### config.mk
export PLATFORM = sky130hd
export DESIGN_NAME = hmac_front
export DESIGN_NICKNAME = d
export VERILOG_FILES = /design/src/rtl/hmac_pkg.sv /design/src/rtl/hmac_front.sv
export SDC_FILE = /design/constraint.sdc
export NUM_CORES = 1
export LEC_CHECK = 0
export BUFFER_PORTS_ARGS = -buffer_cell sky130_fd_sc_hd__buf_4
export CORE_MARGIN = 4
export CORE_UTILIZATION = 46
export CTS_CLUSTER_SIZE = 25
export DETAILED_ROUTE_END_ITERATION = 6
export PLACE_DENSITY = 0.73
export SKIP_CTS_REPAIR_TIMING = 1
export SLEW_MARGIN = 10
export SYNTH_ARGS = -nofsm -noshare
export SYNTH_HDL_FRONTEND = slang
export SYNTH_SLANG_ARGS = --single-unit
### constraint.sdc
create_clock -name clk -period 2.6 [get_ports clk]
set_input_delay 0.26 -clock clk [delete_from_list [all_inputs] [get_ports clk]]
set_output_delay 0.26 -clock clk [all_outputs]
set_load 0.005 [all_outputs]
### src/rtl/hmac_pkg.sv
package hmac_pkg;

    localparam logic [1:0] PH_IDLE = 2'd0;
    localparam logic [1:0] PH_KEY  = 2'd1;
    localparam logic [1:0] PH_MSG  = 2'd2;

    localparam logic [31:0] IPAD = 32'h36363636;
    localparam logic [31:0] OPAD = 32'h5c5c5c5c;
    localparam int BLOCK_BYTES = 64;

    typedef struct packed {
        logic        op;
        logic [31:0] data;
        logic [2:0]  cnt;
        logic        last;
    } item_t;

    typedef struct packed {
        logic        start;
        logic        use_iv;
        logic        last;
    } comp_req_t;

    function automatic logic [31:0] iv_word(input logic [2:0] i);
        logic [31:0] r;
        begin
            case (i)
                3'd0: r = 32'h6a09e667;
                3'd1: r = 32'hbb67ae85;
                3'd2: r = 32'h3c6ef372;
                3'd3: r = 32'ha54ff53a;
                3'd4: r = 32'h510e527f;
                3'd5: r = 32'h9b05688c;
                3'd6: r = 32'h1f83d9ab;
                default: r = 32'h5be0cd19;
            endcase
            return r;
        end
    endfunction

    function automatic logic [31:0] round_k(input logic [5:0] i);
        logic [31:0] k [64];
        begin
            k = '{
                32'h428a2f98,32'h71374491,32'hb5c0fbcf,32'he9b5dba5,32'h3956c25b,32'h59f111f1,
                32'h923f82a4,32'hab1c5ed5,32'hd807aa98,32'h12835b01,32'h243185be,32'h550c7dc3,
                32'h72be5d74,32'h80deb1fe,32'h9bdc06a7,32'hc19bf174,32'he49b69c1,32'hefbe4786,
                32'h0fc19dc6,32'h240ca1cc,32'h2de92c6f,32'h4a7484aa,32'h5cb0a9dc,32'h76f988da,
                32'h983e5152,32'ha831c66d,32'hb00327c8,32'hbf597fc7,32'hc6e00bf3,32'hd5a79147,
                32'h06ca6351,32'h14292967,32'h27b70a85,32'h2e1b2138,32'h4d2c6dfc,32'h53380d13,
                32'h650a7354,32'h766a0abb,32'h81c2c92e,32'h92722c85,32'ha2bfe8a1,32'ha81a664b,
                32'hc24b8b70,32'hc76c51a3,32'hd192e819,32'hd6990624,32'hf40e3585,32'h106aa070,
                32'h19a4c116,32'h1e376c08,32'h2748774c,32'h34b0bcb5,32'h391c0cb3,32'h4ed8aa4a,
                32'h5b9cca4f,32'h682e6ff3,32'h748f82ee,32'h78a5636f,32'h84c87814,32'h8cc70208,
                32'h90befffa,32'ha4506ceb,32'hbef9a3f7,32'hc67178f2};
            return k[i];
        end
    endfunction

    function automatic logic [31:0] lead_mask(input logic [2:0] b);
        logic [31:0] r;
        begin
            case (b)
                3'd0: r = 32'h00000000;
                3'd1: r = 32'hff000000;
                3'd2: r = 32'hffff0000;
                3'd3: r = 32'hffffff00;
                default: r = 32'hffffffff;
            endcase
            return r;
        end
    endfunction

endpackage

### src/rtl/hmac_front.sv
module hmac_front
    import hmac_pkg::*;
(
    input  logic        clk,
    input  logic        rst_n,
    input  logic        s_tvalid,
    output logic        s_tready,
    input  item_t       s_item,
    output logic        q_valid,
    input  logic        q_ready,
    output item_t       q_item
);

    item_t       buf_reg [2];
    logic [1:0]  cnt_reg;
    logic        wp_reg;
    logic        rp_reg;
    item_t       clean;
    logic        push;
    logic        pop;

    always_comb
    begin
        clean = s_item;
        if (s_item.cnt > 3'd4)
            clean.cnt = 3'd4;
    end

    assign s_tready = (cnt_reg != 2'd2);
    assign q_valid  = (cnt_reg != 2'd0);
    assign q_item   = buf_reg[rp_reg];
    assign push     = s_tvalid && s_tready;
    assign pop      = q_valid && q_ready;

    always_ff @(posedge clk)
    begin
        if (push)
            buf_reg[wp_reg] <= clean;
    end

    always_ff @(posedge clk or negedge rst_n)
    begin
        if (!rst_n)
        begin
            cnt_reg <= 2'd0;
            wp_reg  <= 1'b0;
            rp_reg  <= 1'b0;
        end
        else
        begin
            if (push)
                wp_reg <= ~wp_reg;
            if (pop)
                rp_reg <= ~rp_reg;
            cnt_reg <= cnt_reg + {1'b0, push} - {1'b0, pop};
        end
    end

endmodule

==> flow_metrics.env <==
export IMPL_setup_viol=0
export IMPL_synth_warning_count=0
export IMPL_hold_start="s_item[28]"
export IMPL_slowest_delay_ps=620
export IMPL_slew_viol_final=0
export IMPL_remaining_drc_errors=0
export IMPL_timing_rr_start="cnt_reg[0]"
export IMPL_cp_cell_sequence="buf_12, mux2_2, buf_4"
export IMPL_crit_buf_inv=2
export IMPL_hold_viol=0
export IMPL_ys_flop_type="edfxtp_1"
export IMPL_clockRootBuffer="clkbuf_8"
export IMPL_tightest_slew_ps=558
export IMPL_die_height_um=87.5
export IMPL_wl_met1_um=2230
export IMPL_crit_path_max_fanout=30
export IMPL_diodes=0
export IMPL_grt_total_usage=0.140
export IMPL_core_sq_um=6030
export IMPL_drive_gt1_frac=0.579
export IMPL_place_congestion=0.681
export IMPL_syn_nets=182
export IMPL_holdPathStages=1
export IMPL_finalNetCount=273
export IMPL_start_util=0.483
export IMPL_p_leak_uw=0.00144
export IMPL_htreeDepth=3
export IMPL_dr_pass1_iters=4
export IMPL_ff2ff_setup_slack_ps=760
export IMPL_worstPathRequired_ps=2340
export IMPL_cts_made_buffers=9
export IMPL_rr_worst_depth=4
export IMPL_yosysMostFrequentCell="edfxtp_1"
export IMPL_routedWlPerCell_um=16.0
export IMPL_portBuffers=79
export IMPL_grt_max_degree=31
export IMPL_netlist_instances=140
export IMPL_postSynthAreaPerCell_sq_um=20.8
export IMPL_netlist_top_cells_count="edfxtp_1 (74), mux2_2 (37), dfrtp_1 (4)"
export IMPL_maxCapViolations=0
export IMPL_num_vias=1511
export IMPL_synth_seq_cells=78
export IMPL_insertion_delay_ps=330
export IMPL_grt_pass1_vias=1561
export IMPL_cp_arrival_ps=1750
export IMPL_setup_tns_ps=0
export IMPL_antenna_found_initial=0
export IMPL_worstSetupEndpointType="output pin"
export IMPL_num_rows=28
export IMPL_dieArea_sq_um=7660
export IMPL_slowest_stage="dfrtp_1"
export IMPL_regToRegEndpoint="buf_reg[0][13]"
export IMPL_ir_worst_vdd_mv=0.550
export IMPL_cts_tree="done"
export IMPL_viasPerCell=4.87
export IMPL_largest_register_ffs=74
export IMPL_critPathLaunchType="register"
export IMPL_cpLargestDelayFamily="flip-flops"
export IMPL_placedCellCount=294
export IMPL_grt_setup_unrepaired="no"
export IMPL_clk_pin_slew_worst_paths_ps=70
export IMPL_synth_top_area_frac=0.764
export IMPL_synth_edff_count=74
export IMPL_synth_distinct_cells=20
export IMPL_area_delta_synth_final_pct=30.8
export IMPL_status="completed"
export IMPL_layout_cells_non_filler=310
export IMPL_async_flop_share=0.0513
export IMPL_cts_sinks=78
export IMPL_pwr_density_cell_nw_per_um2=1030
export IMPL_max_clock_freq_ghz=0.498
export IMPL_grt_pass1_wl_um=7890
export IMPL_yosysTopAreaCell="edfxtp_1"
export IMPL_gr_total_overflow=0
export IMPL_drt_total_wl_um=4980
export IMPL_syn_area_sq_um=2910
export IMPL_synthTopCellsByArea="edfxtp_1 (76%), mux2_2 (14%), dfrtp_1 (3.4%)"
export IMPL_clock_path_buffers=2
export IMPL_wl_met3_um=428
export IMPL_ant_nets=0
export IMPL_hold_class="primary input to register"
export IMPL_path_class="register to output pin"
export IMPL_seq_area_frac_synth=0.798
export IMPL_io_pins=80
export IMPL_min_to="buf_reg[1][28]"
export IMPL_wl_met2_um=2250
export IMPL_slew_headroom=0.627
export IMPL_dp_final_hpwl_um=3500
export IMPL_clock_skew_ps=6.11
export IMPL_routed_top_layer="met4"
export IMPL_period_share=0.773
export IMPL_drtIter0Drc=88
export IMPL_period_minus_slack_ps=2010
export IMPL_die_x_um=87.5
==> metrics by stage <==
step	instance area (sq um)	worst slack [ps]	power, uW	utilization	hold WS (ps)
2_1_floorplan	2910	558	2510	-	-35.6
3_3_place_gp	3620	789	3140	0.600	61.2
3_5_place_dp	3620	749	3150	0.600	59.5
4_1_cts	3790	541	3980	0.630	-310
5_1_grt	3800	507	4160	0.631	81.0
6_report	3800	591	3910	0.631	105
==> worst max-delay path by stage <==
stage / slack, ps / startpoint / endpoint / cells after the start
final: 590 / rp_reg / q_item[27] / 3
after global routing: 510 / rp_reg / q_item[1] / 3
after global placement: 790 / cnt_reg[0] / buf_reg[0][20] / 4
after floorplan: 560 / cnt_reg[0] / buf_reg[0][0] / 3
after detailed placement: 750 / cnt_reg[0] / buf_reg[0][20] / 4
after CTS: 540 / rp_reg / q_item[1] / 3
==> cells by family (layout without fill, tap and decap cells) <==
kind of cell,count (synthesis),in the layout,synth area share
flops,78,78,0.798
mux,37,37,0.143
simple gates,12,12,0.0211
buf+inv,5,100,0.0133
compound gates,4,4,0.0108
xor+xnor,3,3,0.00903
fa+ha+maj,1,1,0.00430
==> layout make-up <==
class                           count  area, sq um
Multi-Input combinational cell     57          557
Clock inverter                      6         53.8
Fill cell                         445         2220
Tap cell                           75         93.8
Timing Repair Buffer               85          653
Sequential cell                    78         2320
Clock buffer                        9          124
==> power breakdown <==
part           leakage (uW)  switching [uW]  internal, uW
logic              0.000614             532           735
clock network     0.0000876             389           426
registers          0.000737             111          1720
==> worst reg2reg max path: cells and delay by family (launching register included) <==
kind	cells	cell delay, ps
and+or+nand+nor	3	770
DFF	1	450
buffers and inverters	1	310
==> metal layers <==
layer | vias up | track usage
li1 | 725 | -
met1 | 715 | 0.200
met2 | 62 | 0.197
met3 | 9 | 0.0464
met4 | 0 | 0.0628
met5 | - | 0
==> cell usage in the layout (no fill, tap or decap) <==
cell type,n
nor2b_1,3
clkbuf_8,9
ha_1,1
buf_12,1
mux2_2,37
clkinvlp_4,1
nand3_1,1
buf_4,83
nor2_4,1
xnor2_1,3
a32oi_1,1
nor2_1,2
a211oi_1,1
clkinv_1,3
clkinv_2,1
dfrtp_1,4
o21ai_0,1
and3_2,1
or2_2,1
bufinv_16,1
nand2_1,2
dlygate4sd3_1,1
edfxtp_1,74
nand2b_1,1
a21bo_1,1
Note: power is estimated with default switching activity, not from simulation.
